### src/sdc_pkg.sv
// Shared types, codes and CRC helper for the SD card command-path controller.
`timescale 1ns / 1ps
package sdc_pkg;

  localparam int unsigned BlockWordsDef = 128;
  localparam int unsigned QueueDepthDef = 4;

  // result kinds
  localparam logic [1:0] ResByte   = 2'd0;
  localparam logic [1:0] ResWord   = 2'd1;
  localparam logic [1:0] ResDiv    = 2'd2;
  localparam logic [1:0] ResFinish = 2'd3;

  // finish status
  localparam logic [1:0] StOk       = 2'd0;
  localparam logic [1:0] StTimeout  = 2'd1;
  localparam logic [1:0] StMismatch = 2'd2;
  localparam logic [1:0] StBusy     = 2'd3;

  // request kinds
  localparam logic [2:0] KindInit  = 3'd0;
  localparam logic [2:0] KindRead  = 3'd1;
  localparam logic [2:0] KindReply = 3'd2;
  localparam logic [2:0] KindData  = 3'd3;
  localparam logic [2:0] KindTick  = 3'd4;

  // config register indexes
  localparam logic [1:0] CfgTimeout = 2'd0;
  localparam logic [1:0] CfgVoltage = 2'd1;
  localparam logic [1:0] CfgInitDiv = 2'd2;
  localparam logic [1:0] CfgRunDiv  = 2'd3;

  // command indexes
  localparam logic [5:0] CmdGoIdle   = 6'd0;
  localparam logic [5:0] CmdAllCid   = 6'd2;
  localparam logic [5:0] CmdSendRca  = 6'd3;
  localparam logic [5:0] CmdBusWidth = 6'd6;
  localparam logic [5:0] CmdSelect   = 6'd7;
  localparam logic [5:0] CmdIfCond   = 6'd8;
  localparam logic [5:0] CmdReadBlk  = 6'd17;
  localparam logic [5:0] CmdOpCond   = 6'd41;
  localparam logic [5:0] CmdAppCmd   = 6'd55;

  localparam logic [7:0] DummyByte = 8'hff;
  localparam logic [6:0] CrcPoly   = 7'h09;

  typedef enum logic [2:0] {
    JobNone,
    JobRefuse,
    JobFinish,
    JobData,
    JobFrame,
    JobInit,
    JobDone
  } job_e;

  typedef struct packed {
    job_e        jtype;
    logic [5:0]  cmd;
    logic [31:0] arg;    // command argument or data word
    logic [7:0]  div;
    logic [1:0]  status;
  } job_t;

  typedef struct packed {
    logic [23:0] timeout_ticks;
    logic [23:0] voltage_window;
    logic [7:0]  init_clock_div;
    logic [7:0]  run_clock_div;
  } cfg_t;

  // CRC7 over one byte, MSB first
  function automatic logic [6:0] crc7_byte(logic [6:0] crc_in, logic [7:0] data);
    logic [6:0] c;
    logic [7:0] d;
    c = crc_in;
    d = data;
    for (int i = 0; i < 8; i++) begin
      if (d[7] ^ c[6]) begin
        c = {c[5:0], 1'b0} ^ CrcPoly;
      end else begin
        c = {c[5:0], 1'b0};
      end
      d = {d[6:0], 1'b0};
    end
    return c;
  endfunction

endpackage

### src/sdc_front.sv
// Front part: takes requests and card events, keeps the protocol state, emits jobs.
`timescale 1ns / 1ps
module sdc_front #(
  parameter int unsigned BlockWords = 128
) (
  input  logic               clk_i,
  input  logic               rst_ni,
  input  sdc_pkg::cfg_t      cfg_i,
  input  logic               take_i,
  input  logic [2:0]         kind_i,
  input  logic [31:0]        block_number_i,
  input  logic [7:0]         rx_byte_i,
  input  logic [31:0]        rx_word_i,
  output logic               push_o,
  output sdc_pkg::job_t      job_o
);
  import sdc_pkg::*;

  localparam int unsigned WcW = $clog2(BlockWords + 3);

  localparam logic [3:0] PIdle   = 4'd0;
  localparam logic [3:0] PCmd8   = 4'd1;
  localparam logic [3:0] PApp    = 4'd2;
  localparam logic [3:0] POpcond = 4'd3;
  localparam logic [3:0] PCid    = 4'd4;
  localparam logic [3:0] PRca    = 4'd5;
  localparam logic [3:0] PSelect = 4'd6;
  localparam logic [3:0] PAppW   = 4'd7;
  localparam logic [3:0] PWidth  = 4'd8;
  localparam logic [3:0] PRead   = 4'd9;

  logic [3:0]     phase_q, phase_d;
  logic [4:0]     rc_q, rc_d;
  logic [WcW-1:0] wc_q, wc_d;
  logic [23:0]    wait_q, wait_d;
  logic           v2_q, v2_d;
  logic           hc_q, hc_d;
  logic [15:0]    addr_q, addr_d;
  logic [7:0]     hold_q [4];
  logic           hold_we;
  logic [1:0]     hold_idx;

  logic [8:0]     cmd8_arg;
  logic [4:0]     rc_inc;
  logic [4:0]     need;
  logic [24:0]    wait_inc;
  logic [23:0]    limit;
  logic [WcW-1:0] wc_inc;
  job_t           job;

  assign cmd8_arg = {(cfg_i.voltage_window[23:15] != 9'd0), 8'haa};
  assign rc_inc   = rc_q + 5'd1;
  assign need     = (phase_q == PCid) ? 5'd17 : 5'd6;
  assign wait_inc = {1'b0, wait_q} + 25'd1;
  assign limit    = (cfg_i.timeout_ticks == 24'd0) ? 24'd1 : cfg_i.timeout_ticks;
  assign wc_inc   = wc_q + WcW'(1);

  always_comb begin
    phase_d  = phase_q;
    rc_d     = rc_q;
    wc_d     = wc_q;
    wait_d   = wait_q;
    v2_d     = v2_q;
    hc_d     = hc_q;
    addr_d   = addr_q;
    hold_we  = 1'b0;
    hold_idx = 2'(rc_q - 5'd1);
    job      = '{jtype: JobNone, cmd: '0, arg: '0, div: '0, status: StOk};
    if (take_i) begin
      unique case (kind_i)
        KindInit, KindRead: begin
          if (phase_q != PIdle) begin
            job.jtype  = JobRefuse;
            job.status = StBusy;
          end else if (kind_i == KindInit) begin
            v2_d      = 1'b0;
            job.jtype = JobInit;
            job.div   = cfg_i.init_clock_div;
            job.arg   = {23'd0, cmd8_arg};
            phase_d   = PCmd8;
            rc_d      = '0;
            wait_d    = '0;
          end else begin
            job.jtype = JobFrame;
            job.cmd   = CmdReadBlk;
            job.arg   = hc_q ? block_number_i : {block_number_i[22:0], 9'd0};
            phase_d   = PRead;
            rc_d      = '0;
            wait_d    = '0;
            wc_d      = '0;
          end
        end
        KindReply: begin
          if (phase_q == PRead) begin
            if (rc_q < 5'd6) begin
              rc_d   = rc_inc;
              wait_d = '0;
            end
          end else if (phase_q != PIdle) begin
            hold_we = (rc_q >= 5'd1) && (rc_q <= 5'd4);
            rc_d    = rc_inc;
            wait_d  = '0;
            if (rc_inc >= need) begin
              rc_d      = '0;
              job.jtype = JobFrame;
              unique case (phase_q)
                PCmd8: begin
                  if ({hold_q[2], hold_q[3]} != {7'd0, cmd8_arg}) begin
                    job.jtype  = JobFinish;
                    job.status = StMismatch;
                    phase_d    = PIdle;
                    wc_d       = '0;
                  end else begin
                    v2_d    = 1'b1;
                    job.cmd = CmdAppCmd;
                    phase_d = PApp;
                  end
                end
                PApp: begin
                  job.cmd = CmdOpCond;
                  job.arg = {1'b0, v2_q, 6'd0, cfg_i.voltage_window};
                  phase_d = POpcond;
                end
                POpcond: begin
                  if (hold_q[0][7]) begin
                    hc_d    = hold_q[0][6];
                    job.cmd = CmdAllCid;
                    phase_d = PCid;
                  end else begin
                    job.cmd = CmdAppCmd;
                    phase_d = PApp;
                  end
                end
                PCid: begin
                  job.cmd = CmdSendRca;
                  phase_d = PRca;
                end
                PRca: begin
                  addr_d  = {hold_q[0], hold_q[1]};
                  job.cmd = CmdSelect;
                  job.arg = {hold_q[0], hold_q[1], 16'd0};
                  phase_d = PSelect;
                end
                PSelect: begin
                  job.cmd = CmdAppCmd;
                  job.arg = {addr_q, 16'd0};
                  phase_d = PAppW;
                end
                PAppW: begin
                  job.cmd = CmdBusWidth;
                  job.arg = 32'd2;
                  phase_d = PWidth;
                end
                default: begin
                  job.jtype = JobDone;
                  job.div   = cfg_i.run_clock_div;
                  phase_d   = PIdle;
                  wc_d      = '0;
                end
              endcase
            end
          end
        end
        KindData: begin
          if (phase_q == PRead) begin
            wait_d = '0;
            wc_d   = wc_inc;
            if (wc_q < WcW'(BlockWords)) begin
              job.jtype = JobData;
              job.arg   = rx_word_i;
            end else if (wc_inc >= WcW'(BlockWords + 2)) begin
              job.jtype  = JobFinish;
              job.status = StOk;
              phase_d    = PIdle;
              rc_d       = '0;
              wc_d       = '0;
            end
          end
        end
        KindTick: begin
          if (phase_q != PIdle) begin
            if (wait_inc >= {1'b0, limit}) begin
              wait_d = '0;
              rc_d   = '0;
              if (phase_q == PCmd8) begin
                v2_d      = 1'b0;
                job.jtype = JobFrame;
                job.cmd   = CmdAppCmd;
                phase_d   = PApp;
              end else begin
                job.jtype  = JobFinish;
                job.status = StTimeout;
                phase_d    = PIdle;
                wc_d       = '0;
              end
            end else begin
              wait_d = wait_inc[23:0];
            end
          end
        end
        default: ;
      endcase
    end
  end

  assign push_o = job.jtype != JobNone;
  assign job_o  = job;

  always_ff @(posedge clk_i or negedge rst_ni) begin
    if (!rst_ni) begin
      phase_q <= PIdle;
      rc_q    <= '0;
      wc_q    <= '0;
      wait_q  <= '0;
      v2_q    <= 1'b0;
      hc_q    <= 1'b0;
      addr_q  <= '0;
    end else begin
      phase_q <= phase_d;
      rc_q    <= rc_d;
      wc_q    <= wc_d;
      wait_q  <= wait_d;
      v2_q    <= v2_d;
      hc_q    <= hc_d;
      addr_q  <= addr_d;
    end
  end

  // reply bytes 1..4, written before read
  always_ff @(posedge clk_i) begin
    if (hold_we) begin
      hold_q[hold_idx] <= rx_byte_i;
    end
  end

endmodule

### src/sdc_fifo.sv
// Short job queue between front and back.
`timescale 1ns / 1ps
module sdc_fifo #(
  parameter int unsigned Depth = 4
) (
  input  logic          clk_i,
  input  logic          rst_ni,
  input  logic          push_i,
  input  sdc_pkg::job_t data_i,
  input  logic          pop_i,
  output logic          full_o,
  output logic          valid_o,
  output sdc_pkg::job_t data_o
);
  import sdc_pkg::*;

  localparam int unsigned PtrW = $clog2(Depth);
  localparam int unsigned CntW = $clog2(Depth + 1);

  job_t            mem_q [Depth];
  logic [PtrW-1:0] wp_q, rp_q;
  logic [CntW-1:0] cnt_q;

  assign full_o  = cnt_q == CntW'(Depth);
  assign valid_o = cnt_q != '0;
  assign data_o  = mem_q[rp_q];

  always_ff @(posedge clk_i or negedge rst_ni) begin
    if (!rst_ni) begin
      wp_q  <= '0;
      rp_q  <= '0;
      cnt_q <= '0;
    end else begin
      if (push_i) begin
        wp_q <= wp_q + PtrW'(1);
      end
      if (pop_i) begin
        rp_q <= rp_q + PtrW'(1);
      end
      cnt_q <= cnt_q + CntW'(push_i) - CntW'(pop_i);
    end
  end

  always_ff @(posedge clk_i) begin
    if (push_i) begin
      mem_q[wp_q] <= data_i;
    end
  end

  a_no_overflow: assert property (@(posedge clk_i) disable iff (!rst_ni)
    !(push_i && full_o)) else $error("job pushed into full queue");
  a_no_underflow: assert property (@(posedge clk_i) disable iff (!rst_ni)
    !(pop_i && !valid_o)) else $error("job popped from empty queue");

endmodule

### src/sdc_back.sv
// Back part: jobs to result words, CRC7 on frames, one per cycle unless stalled.
`timescale 1ns / 1ps
module sdc_back (
  input  logic          clk_i,
  input  logic          rst_ni,
  input  logic          job_valid_i,
  input  sdc_pkg::job_t job_i,
  output logic          pop_o,
  output logic          out_valid_o,
  input  logic          out_stall_i,
  output logic [1:0]    kind_res_o,
  output logic [7:0]    out_byte_o,
  output logic [31:0]   out_word_o,
  output logic [7:0]    clock_divisor_o,
  output logic [1:0]    status_o,
  output logic          last_o
);
  import sdc_pkg::*;

  logic [3:0]  step_q;
  logic [6:0]  crc_q;
  logic        load;
  logic        is_end;
  logic [1:0]  r_kind;
  logic [7:0]  r_byte;
  logic [31:0] r_word;
  logic [7:0]  r_div;
  logic [1:0]  r_status;
  logic        in_frame;
  logic [5:0]  f_cmd;
  logic [31:0] f_arg;
  logic [2:0]  fb;
  logic [6:0]  crc_in;
  logic [7:0]  f_byte;

  logic        valid_q;
  logic [1:0]  kind_q;
  logic [7:0]  byte_q;
  logic [31:0] word_q;
  logic [7:0]  div_q;
  logic [1:0]  status_q;
  logic        last_q;

  assign load  = job_valid_i && (!valid_q || !out_stall_i);
  assign pop_o = load && is_end;

  always_comb begin
    in_frame = 1'b0;
    f_cmd    = job_i.cmd;
    f_arg    = job_i.arg;
    fb       = step_q[2:0];
    r_kind   = ResByte;
    r_byte   = '0;
    r_word   = '0;
    r_div    = '0;
    r_status = StOk;
    is_end   = 1'b0;
    unique case (job_i.jtype)
      JobData: begin
        r_kind = ResWord;
        r_word = job_i.arg;
        is_end = 1'b1;
      end
      JobFrame: begin
        in_frame = 1'b1;
        is_end   = step_q == 4'd5;
      end
      JobInit: begin
        // divisor, CMD0, dummy byte, CMD8
        if (step_q == 4'd0) begin
          r_kind = ResDiv;
          r_div  = job_i.div;
        end else if (step_q <= 4'd6) begin
          in_frame = 1'b1;
          f_cmd    = CmdGoIdle;
          f_arg    = '0;
          fb       = 3'(step_q - 4'd1);
        end else if (step_q == 4'd7) begin
          r_byte = DummyByte;
        end else begin
          in_frame = 1'b1;
          f_cmd    = CmdIfCond;
          fb       = 3'(step_q - 4'd8);
          is_end   = step_q == 4'd13;
        end
      end
      JobDone: begin
        if (step_q == 4'd0) begin
          r_kind = ResDiv;
          r_div  = job_i.div;
        end else begin
          r_kind = ResFinish;
          is_end = 1'b1;
        end
      end
      default: begin
        // refuse and finish jobs
        r_kind   = ResFinish;
        r_status = job_i.status;
        is_end   = 1'b1;
      end
    endcase
  end

  assign crc_in = (fb == 3'd0) ? 7'd0 : crc_q;

  always_comb begin
    unique case (fb)
      3'd0:    f_byte = {2'b01, f_cmd};
      3'd1:    f_byte = f_arg[31:24];
      3'd2:    f_byte = f_arg[23:16];
      3'd3:    f_byte = f_arg[15:8];
      3'd4:    f_byte = f_arg[7:0];
      default: f_byte = {crc_q, 1'b1};
    endcase
  end

  always_ff @(posedge clk_i or negedge rst_ni) begin
    if (!rst_ni) begin
      valid_q <= 1'b0;
      step_q  <= '0;
      crc_q   <= '0;
    end else begin
      if (load) begin
        valid_q <= 1'b1;
        step_q  <= is_end ? 4'd0 : step_q + 4'd1;
        if (in_frame) begin
          crc_q <= crc7_byte(crc_in, f_byte);
        end
      end else if (!out_stall_i) begin
        valid_q <= 1'b0;
      end
    end
  end

  always_ff @(posedge clk_i) begin
    if (load) begin
      kind_q   <= r_kind;
      byte_q   <= in_frame ? f_byte : r_byte;
      word_q   <= r_word;
      div_q    <= r_div;
      status_q <= r_status;
      last_q   <= is_end;
    end
  end

  assign out_valid_o     = valid_q;
  assign kind_res_o      = kind_q;
  assign out_byte_o      = byte_q;
  assign out_word_o      = word_q;
  assign clock_divisor_o = div_q;
  assign status_o        = status_q;
  assign last_o          = last_q;

  a_step_bound: assert property (@(posedge clk_i) disable iff (!rst_ni)
    step_q <= 4'd13) else $error("sequencer step out of range");
  a_finish_last: assert property (@(posedge clk_i) disable iff (!rst_ni)
    valid_q && kind_q == ResFinish |-> last_q) else $error("finish word not last");

endmodule

### src/sd_card_init_and_block_read_top.sv
// Top level of the SD card init and single-block read command-path controller.
`timescale 1ns / 1ps
// The front writes each job it makes into the job queue; the back end then loads its output
// register from the queue head, from which the first result word of that job is offered.
// Throughput: one event per cycle in while the queue is not full; the back end sends one word
// per cycle while not stalled. An init job yields 14 words, a frame 6, a done job 2, others 1.
// The 4-entry job queue sets how far the front runs ahead of the back end.
// Reset (async, low) clears protocol state and loads config defaults; no clearing pass.
module sd_card_init_and_block_read_top #(
  parameter int unsigned BlockWords = sdc_pkg::BlockWordsDef,  // 16..1024
  parameter int unsigned QueueDepth = sdc_pkg::QueueDepthDef   // power of two
) (
  input  logic        clk_i,
  input  logic        rst_ni,
  // config write port
  input  logic        cfg_we_i,
  input  logic [1:0]  cfg_index_i,
  input  logic [23:0] cfg_data_i,
  // event channel
  input  logic        in_valid_i,
  output logic        in_stall_o,
  input  logic [2:0]  kind_i,
  input  logic [31:0] block_number_i,
  input  logic [7:0]  rx_byte_i,
  input  logic [31:0] rx_word_i,
  // result channel
  output logic        out_valid_o,
  input  logic        out_stall_i,
  output logic [1:0]  kind_res_o,
  output logic [7:0]  out_byte_o,
  output logic [31:0] out_word_o,
  output logic [7:0]  clock_divisor_o,
  output logic [1:0]  status_o,
  output logic        last_o
);
  import sdc_pkg::*;

  cfg_t cfg_q;
  logic take;
  logic push, full, job_valid, pop;
  job_t job_in, job_head;

  // config registers
  always_ff @(posedge clk_i or negedge rst_ni) begin
    if (!rst_ni) begin
      cfg_q.timeout_ticks  <= 24'd2000000;
      cfg_q.voltage_window <= 24'h300000;
      cfg_q.init_clock_div <= 8'd250;
      cfg_q.run_clock_div  <= 8'd3;
    end else if (cfg_we_i) begin
      unique case (cfg_index_i)
        CfgTimeout: cfg_q.timeout_ticks  <= cfg_data_i;
        CfgVoltage: cfg_q.voltage_window <= cfg_data_i;
        CfgInitDiv: cfg_q.init_clock_div <= cfg_data_i[7:0];
        default:    cfg_q.run_clock_div  <= cfg_data_i[7:0];
      endcase
    end
  end

  // front stalls only when the job queue is full
  assign in_stall_o = full;
  assign take       = in_valid_i && !full;

  sdc_front #(.BlockWords(BlockWords)) u_front (
    .clk_i          (clk_i),
    .rst_ni         (rst_ni),
    .cfg_i          (cfg_q),
    .take_i         (take),
    .kind_i         (kind_i),
    .block_number_i (block_number_i),
    .rx_byte_i      (rx_byte_i),
    .rx_word_i      (rx_word_i),
    .push_o         (push),
    .job_o          (job_in)
  );

  sdc_fifo #(.Depth(QueueDepth)) u_fifo (
    .clk_i   (clk_i),
    .rst_ni  (rst_ni),
    .push_i  (push),
    .data_i  (job_in),
    .pop_i   (pop),
    .full_o  (full),
    .valid_o (job_valid),
    .data_o  (job_head)
  );

  sdc_back u_back (
    .clk_i           (clk_i),
    .rst_ni          (rst_ni),
    .job_valid_i     (job_valid),
    .job_i           (job_head),
    .pop_o           (pop),
    .out_valid_o     (out_valid_o),
    .out_stall_i     (out_stall_i),
    .kind_res_o      (kind_res_o),
    .out_byte_o      (out_byte_o),
    .out_word_o      (out_word_o),
    .clock_divisor_o (clock_divisor_o),
    .status_o        (status_o),
    .last_o          (last_o)
  );

endmodule

### config.mk
export PLATFORM = sky130hd
export DESIGN_NAME = sd_card_init_and_block_read_top
export DESIGN_NICKNAME = d
export VERILOG_FILES = /design/src/sdc_pkg.sv /design/src/sdc_front.sv /design/src/sdc_fifo.sv /design/src/sdc_back.sv /design/src/sd_card_init_and_block_read_top.sv
export SDC_FILE = /design/constraint.sdc
export NUM_CORES = 1
export LEC_CHECK = 0
export BUFFER_PORTS_ARGS = -buffer_cell sky130_fd_sc_hd__buf_2
export CORE_UTILIZATION = 40
export DETAILED_ROUTE_END_ITERATION = 8
export HOLD_SLACK_MARGIN = 0.12
export PLACE_DENSITY = 0.57
export SYNTH_ARGS = -nofsm -noshare
export SYNTH_HDL_FRONTEND = slang
export SYNTH_HIERARCHICAL = 1
export SYNTH_SLANG_ARGS = --single-unit
### constraint.sdc
create_clock -name clk_i -period 13.7 [get_ports clk_i]
set_input_delay 1.37 -clock clk_i [delete_from_list [all_inputs] [get_ports clk_i]]
set_output_delay 1.37 -clock clk_i [all_outputs]
set_load 0.03 [all_outputs]
==> Flow_metrics.wiki <==
{| class="wikitable"
! Metric !! Value
|-
| Fmax achieved || 0.1699 GHz
|-
| Syn nets || 1723
|-
| RR Startpoint || u_front/wait_q[2]
|-
| Mean cell area of the mapped netlist || 13.30 um^2
|-
| Endpoints failing hold || 0
|-
| Post-cts resize count || 0
|-
| Post-route setup TNS || 0 ps
|-
| P_sw || 0.001488 W
|-
| Worst-case headroom to the max-slew limit || 0.2543
|-
| Count of pins on the block boundary || 161
|-
| Final routed wire length divided by cell count || 21.69 um
|-
| CTS Sinks || 431
|-
| Hold Path Sink || u_front/addr_q[11]
|-
| Internal || 0.002930 W
|-
| Number of stages on the worst hold path || 1
|-
| Global-route wire length before repair || 80.49 mm
|-
| Transition time of the tightest slew-check pin || 1114 ps
|-
| Vias after detailed routing || 13496
|-
| Initial antenna violation count || 2
|-
| Power share of the clock group || 0.299
|-
| Critical path class || flop to flop
|-
| Worst-case register-to-register setup slack || 7820 ps
|-
| CTS clock-pin slew for the worst setup and hold paths || 60 ps
|-
| Pin count of the biggest net entering global routing || 73
|-
| Proportion of synthesized flip-flops having asynchronous set or reset || 0.3295
|-
| Total Die Area || 53120 um^2
|-
| Post-synthesis sequential area ratio || 0.5868
|-
| Synthesized netlist cell count || 1570
|-
| Clock root buffer master || sky130_fd_sc_hd__clkbuf_16
|-
| Yosys reg bits || 431
|-
| Critical path fanouts, max || 39
|-
| CTS H-Tree Depth || 2
|-
| Number of hold buffers added after cts || 0
|-
| HPWL Detailed || 38.11 mm
|-
| Total chip power || 0.004418 W
|-
| Max-cap violations || 0
|-
| CTS tree || yes
|-
| WP data required || 13910 ps
|-
| Synth Warn # || 6
|-
| Net switching share of the total power || 0.3368
|-
| Leading cell type in the layout, fill and taps excluded || sky130_fd_sc_hd__edfxtp_1
|-
| Total wire length || 52.96 mm
|-
| Final critical-path required period || 5885 ps
|-
| Clock Tree Buf Depth || 3
|-
| Slowest Stage Delay on Critical Path || 580 ps
|-
| Worst min-delay path class || flop to flop
|-
| Final Max Slew Viols || 0
|-
| Aggregate global-route resource usage || 0.1995
|-
| Count of input and output buffers || 160
|-
| Num rows || 83
|-
| Number of optimization iterations in the first detailed-route pass || 8
|-
| Drt drc || 0
|-
| Combinational share of power || 0.313
|-
| Share of the clock period used by the worst path after layout || 0.4295
|-
| Reg2reg end || u_fifo/mem_q[1][35]
|-
| Worst Setup End Kind || flop
|-
| Largest clock skew in the final design || 14.20 ps
|-
| Setup repair after global routing missed its margin || false
|-
| Worst R2R Path Depth || 16
|-
| Post-synth EDFFs || 289
|-
| Reg power frac || 0.388
|-
| Horizontal extent of the die || 230.5 um
|-
| Routability-driven placement congestion ratio || 0.9101
|-
| Cell at the slowest stage of the critical path || sky130_fd_sc_hd__a31oi_1
|-
| Commonest non-fill, non-tap cells in the layout || 289 x sky130_fd_sc_hd__edfxtp_1, 159 x sky130_fd_sc_hd__buf_2, 123 x sky130_fd_sc_hd__dfrtp_1
|-
| Post-detailed-route via-to-cell ratio || 5.527
|-
| Initial standard-cell utilization of the core || 0.4062
|-
| Core Util, Final || 0.4653
|-
| Delay-heaviest family, CP || simple AND/OR/NAND/NOR gates
|-
| Data arrival time of the worst path || 6090 ps
|-
| Area growth from synthesis to layout || 14.53%
|-
| Cells along the critical path || nand3_1 > nor3_1 > nand2_1 > nor3_1 > and3_1 > xor2_1 > ha_1 > nand4_1 > nor2_1 > o2111ai_1 > o2111ai_2 > nor2_1 > or3_1 > a31oi_1 > and2_2 > buf_4
|-
| Total clock buffers created by CTS || 47
|-
| Core area || 51410 um^2
|-
| Count of different cell masters after synthesis || 101
|-
| Worst Setup Start Kind || flop
|-
| Overall overflow remaining after global route || 0
|-
| Number of nets still failing antenna checks after routing || 0
|-
| Lkg Pwr || 9.066 nW
|-
| Number of buffers added for setup after CTS || 0
|-
| Number of fill cells || 4641
|-
| Vertical extent of the die || 230.5 um
|-
| Vias in the first global route || 13346
|-
| Final setup viols || 0
|-
| Worst VDD drop || 0.08674 mV
|-
| Number of buffer and inverter stages on the critical path || 1
|-
| Power density over the cells || 184.7 nW/um^2
|-
| # nets final || 1876
|-
| Iteration-0 DRC count of the detailed router || 1112
|-
| Outcome || completed
|-
| Synth Flop Type || sky130_fd_sc_hd__edfxtp_1
|-
| Synth Cell Area || 20880 um^2
|-
| Fin cells || 2442
|-
| Clock latency on the worst-skew pair || 580 ps
|-
| Layout cell share with drive strength beyond 1 || 0.2669
|-
| Total instance count after detailed placement || 2354
|-
| Hold path startpoint || u_front/addr_q[11]
|}
## area by class of cell
type | count | area [um^2] | share of cell area
clock buffer | 65 | 1388 | 0.05802
clock inverter | 22 | 249.0 | 0.01041
inverter | 51 | 191.4 | 0.008004
antenna | 1 | 2.502 | 0.0001046
tap | 680 | 850.8 | 0.03557
multi-input combinational | 1013 | 8028 | 0.3357
sequential | 431 | 12260 | 0.5125
timing repair buffer | 179 | 949.7 | 0.03971
## registers in the layout (all words and copies together), names as in the netlist, 3 cells and up
| signal | cells |
|---|---|
| u_front/phase_q | 4 |
| u_front/addr_q | 16 |
| u_fifo/cnt_q | 3 |
| u_back/out_byte_o | 8 |
| u_front/wait_q | 24 |
| u_front/hold_q | 32 |
| u_back/step_q | 4 |
| u_fifo/mem_q | 204 |
| cfg_q | 64 |
| u_back/out_word_o | 32 |
| u_back/crc_q | 7 |
| u_front/rc_q | 5 |
| u_back/clock_divisor_o | 8 |
| u_front/wc_q | 8 |
## cell usage after synthesis (29+ instances only)
master                     number  area [um^2]
sky130_fd_sc_hd__a21oi_1       48        240.2
sky130_fd_sc_hd__ha_1          46        575.6
sky130_fd_sc_hd__inv_1         50        187.7
sky130_fd_sc_hd__mux2_2        94         1059
sky130_fd_sc_hd__clkbuf_1      38        142.6
sky130_fd_sc_hd__nand3_1       29        145.1
sky130_fd_sc_hd__nand2_1      121        454.2
sky130_fd_sc_hd__edfxtp_1     289         8678
sky130_fd_sc_hd__o21ai_0       63        315.3
sky130_fd_sc_hd__dfrtp_1      125         3128
sky130_fd_sc_hd__mux4_2        48         1081
sky130_fd_sc_hd__and2_1        58        362.9
sky130_fd_sc_hd__nor2_1       100        375.4
## through the flow
step / cell area (um^2) / setup slack [ps] / hold WS, ps
after floorplan: 20880 / 8387 / 453.3
after global placement: 22280 / 7994 / 469.2
after detailed placement: 22280 / 7826 / 493.5
after CTS: 23910 / 7794 / 506.6
after global routing: 23910 / 7312 / 511.9
final: 23920 / 7815 / 507.1
## metal layers
layer,vias to the layer above,share of wire,track usage
met2,411,0.46,0.3122
met3,105,0.060,0.03520
met4,4,0.038,0.08216
li1,6282,-,-
met1,6694,0.44,0.2741
met5,-,0.00043,0
## kinds of logic (layout without fill, tap and decap cells)
group                    count (synthesis)  after routing  share of synthesized area
flip-flops                             431            431                     0.5868
buffers and inverters                  126            317                    0.02996
multiplexers                           173            173                     0.1200
adder cells (fa/ha/maj)                 47             47                    0.02852
AND/OR/NAND/NOR                        464            464                     0.1196
other                                    0              1                          0
XOR/XNOR                                47             47                    0.01971
AO/OA/AOI/OAI                          282            282                    0.09551
## how the worst max path moves through the flow
stage          cells past startpoint                   to  slack (ps)         startpoint
2_1_floorplan                     17   u_fifo/mem_q[0][0]        8390  u_front/wait_q[2]
3_3_place_gp                      16  u_fifo/mem_q[1][33]        7990  u_front/wait_q[2]
3_5_place_dp                      16  u_fifo/mem_q[1][35]        7830  u_front/wait_q[2]
4_1_cts                           16  u_fifo/mem_q[1][32]        7790  u_front/wait_q[2]
5_1_grt                           16  u_fifo/mem_q[1][32]        7310  u_front/wait_q[2]
6_report                          16  u_fifo/mem_q[1][35]        7820  u_front/wait_q[2]
## power groups by stage
stage | clock network, W | registers (W) | logic [W]
6_report | 0.00132 | 0.00171 | 0.00138
5_1_grt | 0.00140 | 0.00174 | 0.00151
4_1_cts | 0.00135 | 0.00172 | 0.00139
3_5_place_dp | 0 | 0.00174 | 0.00139
3_3_place_gp | 0 | 0.00174 | 0.00138
2_1_floorplan | 0 | 0.00180 | 0.000948
(Power assumes the default switching activity.)
